`config.mk`:
```
export PLATFORM = sky130hd
export DESIGN_NAME = soau_ram
export DESIGN_NICKNAME = d
export VERILOG_FILES = /design/src/hw/rtl/soau_ram.sv
export SDC_FILE = /design/constraint.sdc
export NUM_CORES = 2
export LEC_CHECK = 0
export BUFFER_PORTS_ARGS = -buffer_cell sky130_fd_sc_hd__buf_2
export CAP_MARGIN = 40
export CELL_PAD_IN_SITES_DETAIL_PLACEMENT = 1
export CELL_PAD_IN_SITES_GLOBAL_PLACEMENT = 2
export CORE_UTILIZATION = 35
export DETAILED_ROUTE_END_ITERATION = 12
export HOLD_SLACK_MARGIN = 0.05
export PLACE_DENSITY_LB_ADDON = 0.1
export SETUP_SLACK_MARGIN = 0.02
export SYNTH_ARGS = -nofsm -noshare
export SYNTH_HDL_FRONTEND = slang
export SYNTH_SLANG_ARGS = --single-unit
```
`constraint.sdc`:
```
create_clock -name clk -period 3 [get_ports clk]
set_input_delay 0.6 -clock clk [delete_from_list [all_inputs] [get_ports clk]]
set_output_delay 0.6 -clock clk [all_outputs]
set_load 0.02 [all_outputs]
```
`src/hw/rtl/soau_ram.sv`:
```
module soau_ram #(
  parameter int WIDTH = 8,
  parameter int DEPTH = 256
) (
  input  logic                     clk,
  input  logic                     we,
  input  logic [$clog2(DEPTH)-1:0] waddr,
  input  logic [WIDTH-1:0]         wdata,
  input  logic [$clog2(DEPTH)-1:0] raddr,
  output logic [WIDTH-1:0]         rdata
);

  logic [WIDTH-1:0] mem [DEPTH];

  always_ff @(posedge clk) begin
    if (we) begin
      mem[waddr] <= wdata;
    end
    rdata <= mem[raddr];
  end

endmodule

```
After elaboration in Yosys (flattened, before gate mapping)
Memories as Yosys holds them, arrays and structs flattened. A register that Yosys moved wholly into a read port is not among the register bits.
Cells that the tools add are included.
- multiplexer cells: 2
- operator list (kind ; number):
    2-to-1 mux 1 bit ; 2
- memories: 1
- register bits after elaboration: 0
- bits in writable memories: 2048
- input bits: 26
- output and inout bits: 8
- logic and storage cells: 3
- memories (memory ; words ; width ; read ports ; clocked after Yosys merged registers in ; wr ports ; RTL line ; RTL):
    mem ; 256 ; 8 ; 1 ; 1 ; 1 ; 13 ; logic [WIDTH-1:0] mem [DEPTH];

Longest topological paths before layout
- depth in word-level cells: 2
- gate-level depth with buffers: 11
- gate-level depth less buffers: 6

Worst setup path before layout
No wires, ideal clock.
- kind: input to register
- start: in raddr[0]
- end: reg rdata[2], read port of mem
- cell stages on the path: 9
- setup time: 0.131 ns
- arrival: 2.407 ns
- data required time: 2.869 ns
- path slack: 0.462 ns
- cell sequence: buf_6 -> buf_12 -> buf_8 -> buf_2 -> mux4_2 -> a22oi_1 -> a21oi_1 -> nor4_1 -> nor4_2
- RTL lines (element ; RTL line ; RTL):
    start: declaration ; 9 ; input logic [$clog2(DEPTH)-1:0] raddr,
    end: declaration ; 10 ; output logic [WIDTH-1:0] rdata

==> flow_metrics.py <==
metrics = {
    "finish": {
        "drive_gt1_share_pct": 31.9,
        "num-nets-final": 4397,
        "syn2layout_area_growth_pct": 19.6,
        "fin_cells": 7555,
    },
    "job": {
        "maxCapViolCount": 0,
    },
    "floorplan": {
        "die_w_um": 479,
        "start_util_pct": 35.3,
        "fp.dieH_um": 479,
        "fp-row-count": 174,
        "io_pins": 34,
        "die_area_mm2": 0.229,
        "coreArea_mm2": 0.225,
    },
    "setup_path": {
        "slowest_delay_ns": 0.71,
        "crit_chain": "buf_8, buf_12, buf_12, buf_4, mux4_2, o22a_1, o21ai_0, a2111oi_1, nor3_1, buf_4, nor4_1",
        "worstSetupStartpointType": "input port",
        "slowest_stage": "a2111oi_1",
        "startpoint": "raddr[0]",
        "crit_required_ns": 3.75,
        "reg2reg_depth": 6,
        "end_kind": "flip-flop",
        "crit_buf_inv": 5,
        "timing.rr.start": "mem[67][2]$_DFFE_PP_",
        "cp.depth": 11,
        "worstPathArrival_ns": 3.46,
        "crit_type": "in2reg",
        "cp_max_fo": 17,
        "critPathTopFamily": "compound AO/OA/AOI/OAI gates",
    },
    "timing": {
        "clock_skew_ns": 0.0401,
        "fmax_mhz": 369,
        "tns_ns": 0,
        "setup_violations": 0,
        "min_period_ns": 2.71,
        "hold_violations": 0,
        "period_share_pct": 90.3,
        "rsz0062_at_grt": "false",
        "worst_slew_pin_slew_ns": 0.913,
        "drv_slew": 0,
        "slew-limit-headroom_pct": 39.2,
    },
    "route": {
        "viasPerCell": 5.34,
        "drtIter0Drc": 3347,
        "detail-route-antenna-nets": 0,
        "vias": 40316,
        "drt-total-wl_mm": 238,
        "drc": 0,
        "first_pass_iters": 7,
        "wire_per_inst_um": 31.5,
    },
    "yosys": {
        "synth_top_area_share_pct": 77.3,
        "ys_top_cells_by_area": "edfxtp_1 77%, mux4_2 13%, mux2i_1 1.7%",
        "yosysUniqueCellTypes": 55,
        "ys_seq_area_share_pct": 77.5,
        "syn-num-nets": 3759,
        "synth_ff_type": "edfxtp_1",
        "syn_inst": 3733,
        "yosysTopAreaCell": "edfxtp_1",
        "ys_async_sr_fraction_pct": 0,
        "yosysWarningCount": 0,
        "synth-edff-count": 2048,
        "netlist_area_mm2": 0.0796,
        "ys_ff_latch": 2056,
        "synth_area_per_cell_um2": 21.3,
    },
    "clock_tree": {
        "postCtsSetupBuffers": 0,
        "cts.sinks": 2056,
        "cts_htree_levels": 4,
        "clk_latency_ns": 0.85,
        "clk_pin_slew_ns": 0.06,
        "ctsResizeCount": 0,
        "cts-root-buf": "clkbuf_16",
        "clk_path_buf_depth": 3,
        "cts_tree": "done",
        "cts_buffers": 221,
        "cts_hold_buf": 0,
    },
    "min_path": {
        "worstHoldStart": "wdata[7]",
        "hold_depth": 1,
        "hold_class": "in2reg",
    },
    "placed_design": {
        "place.gp.congestion": 0.771,
        "dp_cells": 7140,
        "hpwl_mm": 155,
        "portBuffers": 33,
    },
    "global_route": {
        "grt-ovfl-total": 0,
        "grt_pass1_vias": 42498,
        "grt_antenna_before_repair": 22,
        "grtUsageTotal_pct": 20.8,
        "grt_first_pass_wirelength_mm": 336,
        "grt_max_degree": 93,
    },
    "power_and_ir_drop": {
        "powerDensity_mw_per_mm2": 658,
        "p_leak_nw": 30.5,
        "vdd_drop_max_mv": 0.595,
    },
    "status": {
        "status": "completed",
    },
}
## synth_stat cells (all sizes together) (12+ instances only)
cell / instances
a211oi: 16
a21oi: 96
a221oi: 14
a22oi: 133
buf: 122
clkbuf: 111
edfxtp: 2048
mux2i: 134
mux4: 456
nand2: 33
nand3: 34
nor2: 282
nor2b: 31
nor3: 22
nor4: 27
o21ai: 12
o221ai: 47
o22ai: 28
## layout make-up
class                   instances  area (µm²)
flip-flops and latches       2056       61700
clock buffers                 277        5850
multi-input cells            1442       16600
inverters                       2        7.51
diodes                          2        5.00
clock inverters               136        1420
well taps                    2992        3740
repair buffers                648        5870
fillers                     21028      130000
## where the power goes
| group | internal [W] | leakage [nW] | switching (W) |
|---|---|---|---|
| Combinational | 0.00128 | 8.46 | 0.00212 |
| Clock | 0.0161 | 3.55 | 0.0114 |
| Sequential | 0.0317 | 18.5 | 0.0000682 |
## routing by layer
metal	track usage, %	wire length [µm]	up-vias
met3	2.65	9310	254
met4	4.42	4310	2
met5	0	13	-
li1	-	-	17027
met2	34.0	116000	881
met1	29.7	108000	22152
## sequential cells by signal, summed over array words and instances (netlist names)
register,cells
mem,2048
rdata,8
## worst paths after layout
path / slack, ns / end
setup / recovery: 0.29 / rdata[4]$_DFF_P_
hold / removal: 0.12 / mem[21][7]$_DFFE_PP_
setup reg to reg: 0.42 / rdata[2]$_DFF_P_
hold reg to reg: 1.15 / rdata[2]$_DFF_P_
## through the flow
stage / worst slack [ns] / area (µm²) / util (%) / power (W) / hold slack [ns]
after floorplan: 0.462 / 79600 / - / 0.0339 / 0.699
after global placement: -1.22 / 87800 / 39.0 / 0.0358 / 0.990
after detailed placement: -0.695 / 87800 / 39.0 / 0.0358 / 0.993
after CTS: 0.224 / 95100 / 42.2 / 0.0634 / 0.0527
after global routing: 0.229 / 95100 / 42.2 / 0.0645 / 0.0727
final: 0.290 / 95100 / 42.2 / 0.0626 / 0.122
## logic make-up (layout without fill, tap and decap cells)
logic type	count (synthesis)	after routing	synth area share (%)
buffers and inverters	235	1063	1.83
AO/OA/AOI/OAI	385	385	3.42
other	0	2	0
multiplexers	591	591	14.6
flip-flops	2056	2056	77.5
AND/OR/NAND/NOR	466	466	2.63
## layout by cell type, fill, tap and decap left out, types with 9 or more instances in the layout
master     Yosys  layout
clkinv_2       0      40
nand4_1       10      10
nand3_2        0       9
edfxtp_1    2048    2048
o221ai_1      46      46
nand2_1       33      32
o21ai_0       10      10
buf_4         27     534
a22oi_1      133     133
nor3_1        22      21
buf_12         8      79
clkbuf_16      0     224
mux4_2       454     454
nor2b_1       31      28
nor2_1       282     279
a221oi_1      13      13
nor4_1        24      21
o22ai_1       28      28
nand3_1       34      25
buf_2         31      24
clkbuf_1     111      48
clkinv_1       1      50
mux2i_1      134     134
bufinv_16      0      27
a211oi_1      16      16
buf_8         13      10
inv_6          0       9
o211ai_1      10      10
a21oi_1       96      96
Power figures use the tool's default switching activity.
